**src/design/cec_pkg.sv**
```systemverilog
`timescale 1ns / 1ps
// ----------------------------------------------------------------------------
// cec_pkg
// Shared types, constants and calendar tables of the epoch converter.
// ----------------------------------------------------------------------------
package cec_pkg;

  localparam int ZONE_W  = 17;
  localparam int EPOCH_W = 32;
  localparam int BASE_W  = 30;
  localparam int ACC_W   = 35;
  localparam int DAYS_W  = 16;
  localparam int YEAR_W  = 12;
  localparam int YOFF_W  = 7;

  localparam logic [BASE_W-1:0] EPOCH_2000   = 30'd946684800;
  localparam logic [ZONE_W-1:0] ZONE_RESET   = 17'd28800;
  localparam logic [BASE_W-1:0] BASE_RESET   = EPOCH_2000 - BASE_W'(ZONE_RESET);
  localparam logic [YEAR_W-1:0] YEAR_BASE    = 12'd2000;
  localparam logic [YEAR_W-1:0] YEAR_MAX     = 12'd99;
  localparam logic [DAYS_W-1:0] DAYS_CENTURY = 16'd36525;
  localparam logic [DAYS_W-1:0] DAYS_QUAD    = 16'd1461;
  localparam logic [3:0]        LAST_MONTH   = 4'd12;

  // reciprocal divide: q = (n * magic) >> shift, exact for any 32-bit n
  localparam logic [EPOCH_W-1:0] MAGIC_60 = 32'h8888_8889;
  localparam logic [EPOCH_W-1:0] MAGIC_24 = 32'hAAAA_AAAB;
  localparam int                 SHR_60   = 37;
  localparam int                 SHR_24   = 36;

  typedef enum logic {
    CMD_TO_EPOCH = 1'b0,
    CMD_TO_CAL   = 1'b1
  } cmd_e;

  typedef enum logic [3:0] {
    OP_IDLE       = 4'd0,
    OP_ENC_DAYS   = 4'd1,
    OP_ENC_HOUR   = 4'd2,
    OP_ENC_MIN    = 4'd3,
    OP_ENC_SEC    = 4'd4,
    OP_ENC_BASE   = 4'd5,
    OP_DEC_SUB    = 4'd6,
    OP_DIV_STEP   = 4'd7,
    OP_DIV_NEXT   = 4'd8,
    OP_YEAR_CHECK = 4'd9,
    OP_YEAR_QUAD  = 4'd10,
    OP_YEAR_ONE   = 4'd11,
    OP_MONTH      = 4'd12
  } op_e;

  typedef enum logic [1:0] {
    DIV_SEC  = 2'd0,
    DIV_MIN  = 2'd1,
    DIV_HOUR = 2'd2
  } div_sel_e;

  typedef struct packed {
    op_e      op;
    div_sel_e sel;
    logic     load_in;
    logic     load_out;
  } cec_ctrl_t;

  typedef struct packed {
    cmd_e              cmd;
    logic [EPOCH_W-1:0] epoch_in;
    logic [YEAR_W-1:0] year_in;
    logic [3:0]        month_in;
    logic [4:0]        day_in;
    logic [4:0]        hour_in;
    logic [5:0]        minute_in;
    logic [5:0]        second_in;
  } cec_in_t;

  typedef struct packed {
    logic [EPOCH_W-1:0] epoch_out;
    logic [YOFF_W-1:0]  year_offset_out;
    logic [3:0]         month_out;
    logic [4:0]         day_out;
    logic [4:0]         hour_out;
    logic [5:0]         minute_out;
    logic [5:0]         second_out;
    logic               range_error;
  } cec_out_t;

  // days before the first of month m; zero and thirteen up saturate
  function automatic logic [8:0] month_start(input logic [3:0] m);
    logic [8:0] r;
    case (m)
      4'd2:    r = 9'd31;
      4'd3:    r = 9'd59;
      4'd4:    r = 9'd90;
      4'd5:    r = 9'd120;
      4'd6:    r = 9'd151;
      4'd7:    r = 9'd181;
      4'd8:    r = 9'd212;
      4'd9:    r = 9'd243;
      4'd10:   r = 9'd273;
      4'd11:   r = 9'd304;
      4'd12:   r = 9'd334;
      4'd13,
      4'd14,
      4'd15:   r = 9'd365;
      default: r = 9'd0;
    endcase
    return r;
  endfunction

  // days in month m of a common year
  function automatic logic [4:0] month_len(input logic [3:0] m);
    logic [4:0] r;
    case (m)
      4'd2:    r = 5'd28;
      4'd4,
      4'd6,
      4'd9,
      4'd11:   r = 5'd30;
      default: r = 5'd31;
    endcase
    return r;
  endfunction

  function automatic logic [6:0] div_divisor(input div_sel_e s);
    logic [6:0] r;
    case (s)
      DIV_HOUR: r = 7'd24;
      default:  r = 7'd60;
    endcase
    return r;
  endfunction

  function automatic logic [EPOCH_W-1:0] div_magic(input div_sel_e s);
    logic [EPOCH_W-1:0] r;
    case (s)
      DIV_HOUR: r = MAGIC_24;
      default:  r = MAGIC_60;
    endcase
    return r;
  endfunction

endpackage

```
**src/design/cec_in_if.sv**
```systemverilog
`timescale 1ns / 1ps
// ----------------------------------------------------------------------------
// cec_in_if
// Request channel of the epoch converter: valid/ready and one request beat.
// ----------------------------------------------------------------------------
interface cec_in_if;
  logic        valid;
  logic        ready;
  logic        cmd;
  logic [31:0] epoch_in;
  logic [11:0] year_in;
  logic [3:0]  month_in;
  logic [4:0]  day_in;
  logic [4:0]  hour_in;
  logic [5:0]  minute_in;
  logic [5:0]  second_in;

  modport source (
    output valid, cmd, epoch_in, year_in, month_in, day_in, hour_in, minute_in,
           second_in,
    input  ready
  );

  modport sink (
    input  valid, cmd, epoch_in, year_in, month_in, day_in, hour_in, minute_in,
           second_in,
    output ready
  );
endinterface

```
**src/design/cec_out_if.sv**
```systemverilog
`timescale 1ns / 1ps
// ----------------------------------------------------------------------------
// cec_out_if
// Result channel of the epoch converter: valid/ready and one result beat.
// ----------------------------------------------------------------------------
interface cec_out_if;
  logic        valid;
  logic        ready;
  logic [31:0] epoch_out;
  logic [6:0]  year_offset_out;
  logic [3:0]  month_out;
  logic [4:0]  day_out;
  logic [4:0]  hour_out;
  logic [5:0]  minute_out;
  logic [5:0]  second_out;
  logic        range_error;

  modport source (
    output valid, epoch_out, year_offset_out, month_out, day_out, hour_out,
           minute_out, second_out, range_error,
    input  ready
  );

  modport sink (
    input  valid, epoch_out, year_offset_out, month_out, day_out, hour_out,
           minute_out, second_out, range_error,
    output ready
  );
endinterface

```
**src/design/cec_ctrl.sv**
```systemverilog
`timescale 1ns / 1ps
// ----------------------------------------------------------------------------
// cec_ctrl
// Sequencer of the converter: steps the datapath through encode or decode.
// ----------------------------------------------------------------------------
module cec_ctrl import cec_pkg::*; (
  input  logic      clk_i,
  input  logic      rst_ni,
  input  logic      in_valid_i,
  input  cmd_e      in_cmd_i,
  output logic      in_ready_o,
  output logic      out_valid_o,
  input  logic      out_ready_i,
  output cec_ctrl_t dp_cmd_o,
  input  logic      dp_stop_i
);

  localparam logic [3:0] S_IDLE     = 4'd0;
  localparam logic [3:0] S_ENC_DAYS = 4'd1;
  localparam logic [3:0] S_ENC_HOUR = 4'd2;
  localparam logic [3:0] S_ENC_MIN  = 4'd3;
  localparam logic [3:0] S_ENC_SEC  = 4'd4;
  localparam logic [3:0] S_ENC_BASE = 4'd5;
  localparam logic [3:0] S_DSUB     = 4'd6;
  localparam logic [3:0] S_DIV      = 4'd7;
  localparam logic [3:0] S_DNEXT    = 4'd8;
  localparam logic [3:0] S_YCHK     = 4'd9;
  localparam logic [3:0] S_QUAD     = 4'd10;
  localparam logic [3:0] S_YEAR     = 4'd11;
  localparam logic [3:0] S_MONTH    = 4'd12;
  localparam logic [3:0] S_DONE     = 4'd13;

  logic [3:0]       state_q, state_d;
  div_sel_e         sel_q, sel_d;
  logic             out_valid_q, out_valid_d;

  always_comb begin
    state_d     = state_q;
    sel_d       = sel_q;
    out_valid_d = out_valid_q && !out_ready_i;
    in_ready_o  = 1'b0;
    dp_cmd_o    = '{op: OP_IDLE, sel: sel_q, load_in: 1'b0, load_out: 1'b0};

    case (state_q)
      S_IDLE: begin
        in_ready_o = 1'b1;
        if (in_valid_i) begin
          dp_cmd_o.load_in = 1'b1;
          state_d = (in_cmd_i == CMD_TO_EPOCH) ? S_ENC_DAYS : S_DSUB;
        end
      end
      S_ENC_DAYS: begin
        dp_cmd_o.op = OP_ENC_DAYS;
        state_d = S_ENC_HOUR;
      end
      S_ENC_HOUR: begin
        dp_cmd_o.op = OP_ENC_HOUR;
        state_d = S_ENC_MIN;
      end
      S_ENC_MIN: begin
        dp_cmd_o.op = OP_ENC_MIN;
        state_d = S_ENC_SEC;
      end
      S_ENC_SEC: begin
        dp_cmd_o.op = OP_ENC_SEC;
        state_d = S_ENC_BASE;
      end
      S_ENC_BASE: begin
        dp_cmd_o.op = OP_ENC_BASE;
        state_d = S_DONE;
      end
      S_DSUB: begin
        dp_cmd_o.op = OP_DEC_SUB;
        if (dp_stop_i) begin
          state_d = S_DONE;
        end else begin
          sel_d   = DIV_SEC;
          state_d = S_DIV;
        end
      end
      S_DIV: begin
        dp_cmd_o.op = OP_DIV_STEP;
        state_d = S_DNEXT;
      end
      S_DNEXT: begin
        dp_cmd_o.op = OP_DIV_NEXT;
        case (sel_q)
          DIV_SEC: begin
            sel_d   = DIV_MIN;
            state_d = S_DIV;
          end
          DIV_MIN: begin
            sel_d   = DIV_HOUR;
            state_d = S_DIV;
          end
          default: begin
            state_d = S_YCHK;
          end
        endcase
      end
      S_YCHK: begin
        dp_cmd_o.op = OP_YEAR_CHECK;
        state_d = dp_stop_i ? S_DONE : S_QUAD;
      end
      S_QUAD: begin
        dp_cmd_o.op = OP_YEAR_QUAD;
        if (dp_stop_i) state_d = S_YEAR;
      end
      S_YEAR: begin
        dp_cmd_o.op = OP_YEAR_ONE;
        if (dp_stop_i) state_d = S_MONTH;
      end
      S_MONTH: begin
        dp_cmd_o.op = OP_MONTH;
        if (dp_stop_i) state_d = S_DONE;
      end
      S_DONE: begin
        // output register free or draining this cycle
        if (!out_valid_q || out_ready_i) begin
          dp_cmd_o.load_out = 1'b1;
          out_valid_d = 1'b1;
          state_d = S_IDLE;
        end
      end
      default: begin
        state_d = S_IDLE;
      end
    endcase
  end

  assign out_valid_o = out_valid_q;

  always_ff @(posedge clk_i or negedge rst_ni) begin
    if (!rst_ni) begin
      state_q     <= S_IDLE;
      sel_q       <= DIV_SEC;
      out_valid_q <= 1'b0;
    end else begin
      state_q     <= state_d;
      sel_q       <= sel_d;
      out_valid_q <= out_valid_d;
    end
  end

endmodule

```
**src/design/cec_dp.sv**
```systemverilog
`timescale 1ns / 1ps
// ----------------------------------------------------------------------------
// cec_dp
// Datapath: constant-multiply encoder, reciprocal divider, year/month stepper.
// ----------------------------------------------------------------------------
module cec_dp import cec_pkg::*; (
  input  logic              clk_i,
  input  logic              rst_ni,
  input  logic              cfg_we_i,
  input  logic [ZONE_W-1:0] cfg_wdata_i,
  input  cec_ctrl_t         cmd_i,
  output logic              stop_o,
  input  cec_in_t           in_i,
  output cec_out_t          out_o
);

  cec_in_t            in_q, in_d;
  logic signed [ACC_W-1:0] acc_q, acc_d;
  logic [EPOCH_W-1:0] num_q, num_d;
  logic [EPOCH_W-1:0] quo_q, quo_d;
  logic [DAYS_W-1:0]  days_q, days_d;
  logic [YOFF_W-1:0]  yoff_q, yoff_d;
  logic [3:0]         mon_q, mon_d;
  logic [4:0]         hour_q, hour_d;
  logic [5:0]         min_q, min_d;
  logic [5:0]         sec_q, sec_d;
  logic [EPOCH_W-1:0] epoch_q, epoch_d;
  logic               err_q, err_d;
  logic [BASE_W-1:0]  base_q;
  cec_out_t           out_q, out_d;

  // encode helpers
  logic [YEAR_W-1:0]       y_full;
  logic [YOFF_W-1:0]       y_off;
  logic                    enc_leap;
  logic [DAYS_W-1:0]       enc_sum;
  logic signed [ACC_W-1:0] acc_x24, acc_x60, enc_e;

  // decode helpers
  logic [EPOCH_W:0]     dec_diff;
  logic [2*EPOCH_W-1:0] div_prod;
  logic [EPOCH_W-1:0]   div_quo;
  logic [6:0]           div_v;
  logic [7:0]           div_rem;
  logic                 dec_leap;
  logic [8:0]           year_len;
  logic [4:0]           mon_len;

  always_comb begin
    y_full   = (in_q.year_in >= YEAR_BASE) ? in_q.year_in - YEAR_BASE : in_q.year_in;
    y_off    = y_full[YOFF_W-1:0];
    enc_leap = (y_off[1:0] == 2'b00);
    enc_sum  = DAYS_W'(in_q.day_in) + DAYS_W'(month_start(in_q.month_in))
             + DAYS_W'(enc_leap && (in_q.month_in > 4'd2))
             + DAYS_W'(y_off) * DAYS_W'(365)
             + DAYS_W'((8'(y_off) + 8'd3) >> 2);
    acc_x24  = (acc_q <<< 4) + (acc_q <<< 3);
    acc_x60  = (acc_q <<< 6) - (acc_q <<< 2);
    enc_e    = acc_q + $signed(ACC_W'(base_q));

    dec_diff = {1'b0, in_q.epoch_in} - (EPOCH_W + 1)'(base_q);
    div_v    = div_divisor(cmd_i.sel);
    div_prod = (2*EPOCH_W)'(num_q) * (2*EPOCH_W)'(div_magic(cmd_i.sel));
    div_quo  = (cmd_i.sel == DIV_HOUR) ? EPOCH_W'(div_prod[2*EPOCH_W-1:SHR_24])
                                       : EPOCH_W'(div_prod[2*EPOCH_W-1:SHR_60]);
    // remainder is below 60, so the low byte of n - q*d carries it
    div_rem  = num_q[7:0] - 8'(quo_q[7:0] * 8'(div_v));
    dec_leap = (yoff_q[1:0] == 2'b00);
    year_len = dec_leap ? 9'd366 : 9'd365;
    mon_len  = month_len(mon_q) + 5'(dec_leap && (mon_q == 4'd2));
  end

  always_comb begin
    case (cmd_i.op)
      OP_DEC_SUB:    stop_o = dec_diff[EPOCH_W];
      OP_YEAR_CHECK: stop_o = (days_q >= DAYS_CENTURY);
      OP_YEAR_QUAD:  stop_o = (days_q < DAYS_QUAD);
      OP_YEAR_ONE:   stop_o = (days_q < DAYS_W'(year_len));
      OP_MONTH:      stop_o = (days_q < DAYS_W'(mon_len)) || (mon_q >= LAST_MONTH);
      default:       stop_o = 1'b0;
    endcase
  end

  always_comb begin
    in_d    = in_q;
    acc_d   = acc_q;
    num_d   = num_q;
    quo_d   = quo_q;
    days_d  = days_q;
    yoff_d  = yoff_q;
    mon_d   = mon_q;
    hour_d  = hour_q;
    min_d   = min_q;
    sec_d   = sec_q;
    epoch_d = epoch_q;
    err_d   = err_q;
    out_d   = out_q;

    if (cmd_i.load_in) begin
      in_d    = in_i;
      yoff_d  = '0;
      mon_d   = 4'd1;
      hour_d  = '0;
      min_d   = '0;
      sec_d   = '0;
      epoch_d = '0;
      err_d   = 1'b0;
    end

    case (cmd_i.op)
      OP_ENC_DAYS: begin
        if (y_full > YEAR_MAX) err_d = 1'b1;
        acc_d = $signed(ACC_W'(enc_sum)) - 1;
      end
      OP_ENC_HOUR: acc_d = acc_x24 + $signed(ACC_W'(in_q.hour_in));
      OP_ENC_MIN:  acc_d = acc_x60 + $signed(ACC_W'(in_q.minute_in));
      OP_ENC_SEC:  acc_d = acc_x60 + $signed(ACC_W'(in_q.second_in));
      OP_ENC_BASE: begin
        // before local 2000, or past 32 bits
        if (acc_q[ACC_W-1] || (enc_e[ACC_W-1:EPOCH_W] != '0)) err_d = 1'b1;
        epoch_d = enc_e[EPOCH_W-1:0];
      end
      OP_DEC_SUB: begin
        if (dec_diff[EPOCH_W]) err_d = 1'b1;
        num_d = dec_diff[EPOCH_W-1:0];
      end
      OP_DIV_STEP: begin
        quo_d = div_quo;
      end
      OP_DIV_NEXT: begin
        // quotient becomes the dividend of the next pass
        num_d = quo_q;
        case (cmd_i.sel)
          DIV_SEC: begin
            sec_d = div_rem[5:0];
          end
          DIV_MIN: begin
            min_d = div_rem[5:0];
          end
          default: begin
            hour_d = div_rem[4:0];
            days_d = quo_q[DAYS_W-1:0];
          end
        endcase
      end
      OP_YEAR_CHECK: begin
        if (days_q >= DAYS_CENTURY) err_d = 1'b1;
      end
      OP_YEAR_QUAD: begin
        if (days_q >= DAYS_QUAD) begin
          days_d = days_q - DAYS_QUAD;
          yoff_d = yoff_q + YOFF_W'(4);
        end
      end
      OP_YEAR_ONE: begin
        if (days_q >= DAYS_W'(year_len)) begin
          days_d = days_q - DAYS_W'(year_len);
          yoff_d = yoff_q + 1'b1;
        end
      end
      OP_MONTH: begin
        if (!((days_q < DAYS_W'(mon_len)) || (mon_q >= LAST_MONTH))) begin
          days_d = days_q - DAYS_W'(mon_len);
          mon_d  = mon_q + 1'b1;
        end
      end
      default: begin
      end
    endcase

    if (cmd_i.load_out) begin
      out_d = '0;
      out_d.range_error = err_q;
      if (!err_q) begin
        if (in_q.cmd == CMD_TO_EPOCH) begin
          out_d.epoch_out = epoch_q;
        end else begin
          out_d.year_offset_out = yoff_q;
          out_d.month_out       = mon_q;
          out_d.day_out         = days_q[4:0] + 5'd1;
          out_d.hour_out        = hour_q;
          out_d.minute_out      = min_q;
          out_d.second_out      = sec_q;
        end
      end
    end
  end

  always_ff @(posedge clk_i or negedge rst_ni) begin
    if (!rst_ni) begin
      err_q  <= 1'b0;
      base_q <= BASE_RESET;
    end else begin
      err_q <= err_d;
      if (cfg_we_i) begin
        base_q <= EPOCH_2000 - BASE_W'($signed(cfg_wdata_i));
      end
    end
  end

  always_ff @(posedge clk_i) begin
    in_q    <= in_d;
    acc_q   <= acc_d;
    num_q   <= num_d;
    quo_q   <= quo_d;
    days_q  <= days_d;
    yoff_q  <= yoff_d;
    mon_q   <= mon_d;
    hour_q  <= hour_d;
    min_q   <= min_d;
    sec_q   <= sec_d;
    epoch_q <= epoch_d;
    out_q   <= out_d;
  end

  assign out_o = out_q;

endmodule

```
**src/design/calendar_epoch_converter.sv**
```systemverilog
`timescale 1ns / 1ps
// ----------------------------------------------------------------------------
// calendar_epoch_converter
// Calendar fields to epoch seconds and back, years 2000 to 2099, with zone.
// ----------------------------------------------------------------------------
// Calendar to epoch steps days, hour, minute and second, then adds the base. Epoch to
//   calendar subtracts the base and ends with a range error when the epoch is before it.
// Decode runs /60 /60 /24 as reciprocal multiplies (a multiply and a remainder step
//   each), checks for past 2099, then up to 24 four-year, 3 year and 11 month subtract steps.
// Throughput: one item in flight; next beat taken the cycle after the result
//   registers. Reset: async, active low; idle, no result, zone offset 28800.
module calendar_epoch_converter import cec_pkg::*; (
  input  logic              clk_i,
  input  logic              rst_ni,
  input  logic              cfg_we_i,
  input  logic [ZONE_W-1:0] cfg_wdata_i,
  cec_in_if.sink            in_i,
  cec_out_if.source         out_o
);

  cec_ctrl_t dp_cmd;
  logic      dp_stop;
  cec_in_t   in_pay;
  cec_out_t  out_pay;

  assign in_pay.cmd       = cmd_e'(in_i.cmd);
  assign in_pay.epoch_in  = in_i.epoch_in;
  assign in_pay.year_in   = in_i.year_in;
  assign in_pay.month_in  = in_i.month_in;
  assign in_pay.day_in    = in_i.day_in;
  assign in_pay.hour_in   = in_i.hour_in;
  assign in_pay.minute_in = in_i.minute_in;
  assign in_pay.second_in = in_i.second_in;

  cec_ctrl u_ctrl (
    .clk_i       (clk_i),
    .rst_ni      (rst_ni),
    .in_valid_i  (in_i.valid),
    .in_cmd_i    (in_pay.cmd),
    .in_ready_o  (in_i.ready),
    .out_valid_o (out_o.valid),
    .out_ready_i (out_o.ready),
    .dp_cmd_o    (dp_cmd),
    .dp_stop_i   (dp_stop)
  );

  cec_dp u_dp (
    .clk_i       (clk_i),
    .rst_ni      (rst_ni),
    .cfg_we_i    (cfg_we_i),
    .cfg_wdata_i (cfg_wdata_i),
    .cmd_i       (dp_cmd),
    .stop_o      (dp_stop),
    .in_i        (in_pay),
    .out_o       (out_pay)
  );

  assign out_o.epoch_out       = out_pay.epoch_out;
  assign out_o.year_offset_out = out_pay.year_offset_out;
  assign out_o.month_out       = out_pay.month_out;
  assign out_o.day_out         = out_pay.day_out;
  assign out_o.hour_out        = out_pay.hour_out;
  assign out_o.minute_out      = out_pay.minute_out;
  assign out_o.second_out      = out_pay.second_out;
  assign out_o.range_error     = out_pay.range_error;

endmodule

```
**src/flat_wrapper.sv**
```systemverilog
// flat-port wrapper written by rule: the top's interface ports become plain ports
module calendar_epoch_converter_flat import cec_pkg::*;
  (clk_i, rst_ni, cfg_we_i, cfg_wdata_i, in_i_valid, in_i_cmd, in_i_epoch_in, in_i_year_in, in_i_month_in, in_i_day_in, in_i_hour_in, in_i_minute_in, in_i_second_in, in_i_ready, out_o_valid, out_o_epoch_out, out_o_year_offset_out, out_o_month_out, out_o_day_out, out_o_hour_out, out_o_minute_out, out_o_second_out, out_o_range_error, out_o_ready);
  cec_in_if in_i_i ();
  cec_out_if out_o_i ();
  input  logic clk_i;
  input  logic rst_ni;
  input  logic cfg_we_i;
  input  logic [ZONE_W-1:0] cfg_wdata_i;
  input wire logic [$bits(in_i_i.valid)-1:0] in_i_valid;
  input wire logic [$bits(in_i_i.cmd)-1:0] in_i_cmd;
  input wire logic [$bits(in_i_i.epoch_in)-1:0] in_i_epoch_in;
  input wire logic [$bits(in_i_i.year_in)-1:0] in_i_year_in;
  input wire logic [$bits(in_i_i.month_in)-1:0] in_i_month_in;
  input wire logic [$bits(in_i_i.day_in)-1:0] in_i_day_in;
  input wire logic [$bits(in_i_i.hour_in)-1:0] in_i_hour_in;
  input wire logic [$bits(in_i_i.minute_in)-1:0] in_i_minute_in;
  input wire logic [$bits(in_i_i.second_in)-1:0] in_i_second_in;
  output wire logic [$bits(in_i_i.ready)-1:0] in_i_ready;
  output wire logic [$bits(out_o_i.valid)-1:0] out_o_valid;
  output wire logic [$bits(out_o_i.epoch_out)-1:0] out_o_epoch_out;
  output wire logic [$bits(out_o_i.year_offset_out)-1:0] out_o_year_offset_out;
  output wire logic [$bits(out_o_i.month_out)-1:0] out_o_month_out;
  output wire logic [$bits(out_o_i.day_out)-1:0] out_o_day_out;
  output wire logic [$bits(out_o_i.hour_out)-1:0] out_o_hour_out;
  output wire logic [$bits(out_o_i.minute_out)-1:0] out_o_minute_out;
  output wire logic [$bits(out_o_i.second_out)-1:0] out_o_second_out;
  output wire logic [$bits(out_o_i.range_error)-1:0] out_o_range_error;
  input wire logic [$bits(out_o_i.ready)-1:0] out_o_ready;
  assign in_i_i.valid = in_i_valid;
  assign in_i_i.cmd = in_i_cmd;
  assign in_i_i.epoch_in = in_i_epoch_in;
  assign in_i_i.year_in = in_i_year_in;
  assign in_i_i.month_in = in_i_month_in;
  assign in_i_i.day_in = in_i_day_in;
  assign in_i_i.hour_in = in_i_hour_in;
  assign in_i_i.minute_in = in_i_minute_in;
  assign in_i_i.second_in = in_i_second_in;
  assign in_i_ready = in_i_i.ready;
  assign out_o_valid = out_o_i.valid;
  assign out_o_epoch_out = out_o_i.epoch_out;
  assign out_o_year_offset_out = out_o_i.year_offset_out;
  assign out_o_month_out = out_o_i.month_out;
  assign out_o_day_out = out_o_i.day_out;
  assign out_o_hour_out = out_o_i.hour_out;
  assign out_o_minute_out = out_o_i.minute_out;
  assign out_o_second_out = out_o_i.second_out;
  assign out_o_range_error = out_o_i.range_error;
  assign out_o_i.ready = out_o_ready;
  calendar_epoch_converter u_core (.clk_i(clk_i), .rst_ni(rst_ni), .cfg_we_i(cfg_we_i), .cfg_wdata_i(cfg_wdata_i), .in_i(in_i_i), .out_o(out_o_i));
endmodule
```
**config.mk**
```make
export PLATFORM = sky130hd
export DESIGN_NAME = calendar_epoch_converter_flat
export DESIGN_NICKNAME = d
export VERILOG_FILES = /design/src/design/cec_pkg.sv /design/src/design/cec_in_if.sv /design/src/design/cec_out_if.sv /design/src/design/cec_ctrl.sv /design/src/design/cec_dp.sv /design/src/design/calendar_epoch_converter.sv /design/src/flat_wrapper.sv
export SDC_FILE = /design/constraint.sdc
export NUM_CORES = 2
export LEC_CHECK = 0
export BUFFER_PORTS_ARGS = -buffer_cell sky130_fd_sc_hd__clkbuf_2
export CORE_UTILIZATION = 35
export DETAILED_ROUTE_END_ITERATION = 6
export GPL_TIMING_DRIVEN = 0
export PLACE_DENSITY_LB_ADDON = 0.05
export SYNTH_ARGS = -nofsm -noshare
export SYNTH_HDL_FRONTEND = slang
export SYNTH_SLANG_ARGS = --single-unit
export TNS_END_PERCENT = 5
```
**constraint.sdc**
```tcl
create_clock -name clk_i -period 26.3 [get_ports clk_i]
set_clock_uncertainty 0.2 [all_clocks]
set_input_delay 5.26 -clock clk_i [delete_from_list [all_inputs] [get_ports clk_i]]
set_output_delay 5.26 -clock clk_i [all_outputs]
set_load 0.005 [all_outputs]
```
==> flow_summary_export.csv <==
group,metric,value,unit
status,status,"finished clean",
placement,port_buffers,159,
yosys,syn_area,0.0427,mm²
yosys,yosysUniqueCellTypes,108,
routing,first_iter_violations,1718,
sta,fmax,0.0901,GHz
floorplanning,coreArea,0.120,mm²
job,maxCapViolCount,0,
floorplanning,die_y,351,µm
yosys,synth_top_area_frac,0.213,
worst_hold_path,hold_path_end,"u_core.u_dp.hour_q[2]$_DFF_P_",
sta,worst_pin_slew,1.17,ns
sta,rsz0062_at_grt,"no",
sta,hold_ws,0.252,ns
yosys,yosys.area.top_type,"fa_1",
critical_path,worst-setup-path-type,"reg -> reg",
critical_path,cp.arrival,11.22,ns
sta,finalCritPeriodShare,0.422,
clocking,holdBufCountCts,0,
floorplanning,pin_count,161,
worst_hold_path,hp-start,"u_core.u_dp.hour_q[2]$_DFF_P_",
yosys,syn_nets,5557,
routing,highest_layer,"met4",
critical_path,cp_max_fo,10,
layout,nets,5773,
layout,area_growth,10.3,%
clocking,cts_made_buffers,40,
yosys,synth_edf_count,282,
sta,setup-tns-final,0,ns
clocking,htreeDepth,2,
clocking,cts_max_path_buffers,3,
routing,num_vias,30861,
routing,viasPerCell,4.96,
critical_path,r2r_slack,15.20,ns
global_routing,grt_usage,0.221,
floorplanning,initial_core_util,0.354,
critical_path,rr_startpoint,"u_core.u_ctrl.sel_q[1]$_DFFE_PN0P_",
sta,max-slew-margin-rel,0.212,
critical_path,reg2reg_to,"u_core.u_dp.quo_q[24]$_DFFE_PN_",
clocking,clkTransAtPathRegs,0.06,ns
placement,hpwl,117000,µm
critical_path,worstPathRequired,26.42,ns
yosys,synth-seq-cells,343,
sta,period_minus_slack,11.10,ns
routing,dr.pass1.iters,7,
clocking,cts.sinks,343,
yosys,synthTopCellsByArea,"fa_1 21%, edfxtp_1 20%, ha_1 19%, inv_1 7.8%, xnor2_1 3.1%",
yosys,yosysMostFrequentCell,"inv_1",
clocking,insertion_delay,0.59,ns
global_routing,grt_pass1_vias,31975,
floorplanning,fp.dieArea,0.123,mm²
critical_path,rr_worst_depth,27,
sta,setup_viol,0,
critical_path,cp-end-kind,"flop",
yosys,ys_seq_area_frac,0.230,
global_routing,grt_max_degree,36,
yosys,ys_top_cells_by_count,"885 x inv_1, 645 x ha_1, 455 x fa_1",
yosys,async_reset_ff_frac,0.0758,
clocking,post_cts_buffers,0,
routing,wl_met2,66400,µm
clocking,postCtsResizedCells,0,
floorplanning,die_w,351,µm
floorplanning,placementRows,127,
worst_hold_path,whs_path_depth,2,
routing,drc,0,
yosys,yosys_warnings,0,
routing,drt-met1-wl,61900,µm
placement,gp_congestion,0.924,
yosys,ys.flop_type,"edfxtp_1",
routing,dr_wl_met3,3330,µm
sta,hold_violations,0,
worst_hold_path,hp-class,"reg -> reg",
routing,wl_per_cell,21.6,µm
routing,drt-total-wl,134000,µm
clocking,clockRootBuffer,"clkbuf_16",
global_routing,gr-total-overflow,0,
critical_path,startpoint_type,"flop",
layout,fillers,12421,
global_routing,grt_pass1_wl,203000,µm
sta,final-max-slew-violation-count,0,
global_routing,antenna_found_initial,5,
yosys,postSynthCellCount,4364,
clocking,cts_tree,"yes",
layout,drive_above_1_share,0.0700,
yosys,syn_avg_cell_area,9.78,µm²
routing,ant_nets,0,
how the worst max path moves through the flow:
stage | slack (ns) | from | end
after floorplan | 15.74 | out_o_ready | u_core.u_dp.out_o[0]$_DFFE_PP_
after global placement | 13.34 | out_o_ready | u_core.u_dp.out_o[13]$_SDFFCE_PP0P_
after detailed placement | 15.10 | u_core.u_ctrl.sel_q[0]$_DFFE_PN0P_ | u_core.u_dp.quo_q[24]$_DFFE_PN_
after CTS | 15.09 | u_core.u_ctrl.sel_q[0]$_DFFE_PN0P_ | u_core.u_dp.quo_q[24]$_DFFE_PN_
after global routing | 14.75 | u_core.u_ctrl.sel_q[0]$_DFFE_PN0P_ | u_core.u_dp.quo_q[21]$_DFFE_PN_
final | 15.20 | u_core.u_ctrl.sel_q[1]$_DFFE_PN0P_ | u_core.u_dp.quo_q[24]$_DFFE_PN_
logic make-up (layout without fill, tap and decap cells):
kind of cell,after synthesis,count (layout),share of synthesized area
xor gates and xnor gates,236,236,0.0488
muxes,29,29,0.00715
DFF,343,343,0.230
adders and majority gates,1101,1101,0.403
buffers and inverters,977,1225,0.0871
other,0,1,0
and+or+nand+nor,872,872,0.101
AOI/OAI and AO/OA,806,806,0.123
cell type report:
| cell class | instances | area [µm²] | share of cell area |
|---|---|---|---|
| clock buffer | 55 | 1110 | 0.0236 |
| tap | 1612 | 2020 | 0.0429 |
| sequential | 343 | 9830 | 0.209 |
| clock inverter | 19 | 206 | 0.00439 |
| buffer | 91 | 392 | 0.00832 |
| antenna | 1 | 2.50 | 0.0000532 |
| timing repair buffer | 174 | 996 | 0.0212 |
| multi-input combinational | 3044 | 29200 | 0.620 |
| inverter | 886 | 3330 | 0.0707 |
registers in the layout, summed over array words and instances, names as in the netlist, 2 cells and up, named ones only:
register and flops:
u_core.u_ctrl.state_q 4, u_core.u_ctrl.sel_q 2, u_core.u_dp.yoff_q 7, u_core.u_dp.quo_q 28, u_core.u_dp.out_o 66, u_core.u_dp.epoch_q 32, u_core.u_dp.min_q 6, u_core.u_dp.acc_q 35
u_core.u_dp.base_q 18, u_core.u_dp.hour_q 5, u_core.u_dp.in_q 71, u_core.u_dp.days_q 16, u_core.u_dp.mon_q 4, u_core.u_dp.sec_q 6, u_core.u_dp.num_q 32
worst max-delay path, cell delays in order, from the launching register on:
cell	delay (ns)
dfrtp_1	0.45
nand2b_1	0.49
clkbuf_1	0.66
clkbuf_1	0.81
nor2_1	0.33
ha_1	0.55
inv_1	0.14
fa_1	0.56
fa_1	0.55
fa_1	0.54
fa_1	0.55
inv_1	0.05
fa_1	0.50
fa_1	0.55
inv_1	0.11
fa_1	0.55
inv_1	0.04
ha_1	0.36
and3_1	0.25
and2_1	0.17
nand4_1	0.14
o221ai_1	0.18
o2bb2ai_1	0.20
a211oi_1	0.68
nor3_1	0.20
a2111oi_0	0.52
xnor2_1	0.17
mux2_2	0.30
stage by stage:
| step | cell area (µm²) | worst slack, ns | cells | utilization |
|---|---|---|---|---|
| 6_report | 47100 | 15.20 | 6225 | 0.391 |
| 3_5_place_dp | 45700 | 15.10 | 6150 | 0.380 |
| 2_1_floorplan | 42700 | 15.74 | 4364 | - |
| 4_1_cts | 47100 | 15.09 | 6224 | 0.391 |
| 5_1_grt | 47100 | 14.75 | 6225 | 0.391 |
| 3_3_place_gp | 45500 | 13.34 | 6135 | 0.378 |
cell usage in the layout (no fill, tap or decap), types with 25 or more instances in the layout:
cell type	instances
ha_1	645
edfxtp_1	282
a21oi_1	216
clkbuf_2	159
and2_1	78
dfxtp_1	35
nor2b_1	25
a21o_1	106
nand4_1	33
xnor2_1	151
nand2b_1	28
a22oi_1	25
inv_1	885
clkbuf_1	93
o21a_1	30
nand2_1	241
nor2_1	226
fa_1	455
clkbuf_16	41
xor2_1	83
o21ai_0	174
nor3_1	42
nand3_1	79
or3_1	26
routing by layer:
metal	vias to the layer above	global-route usage
met2	453	0.384
li1	15079	-
met3	111	0.0138
met4	0	0.0467
met5	-	0
met1	15218	0.302
Power is left out: the tool's default activity adds up to more than one toggle a clock period on the data nets, which glitch-free logic cannot reach.
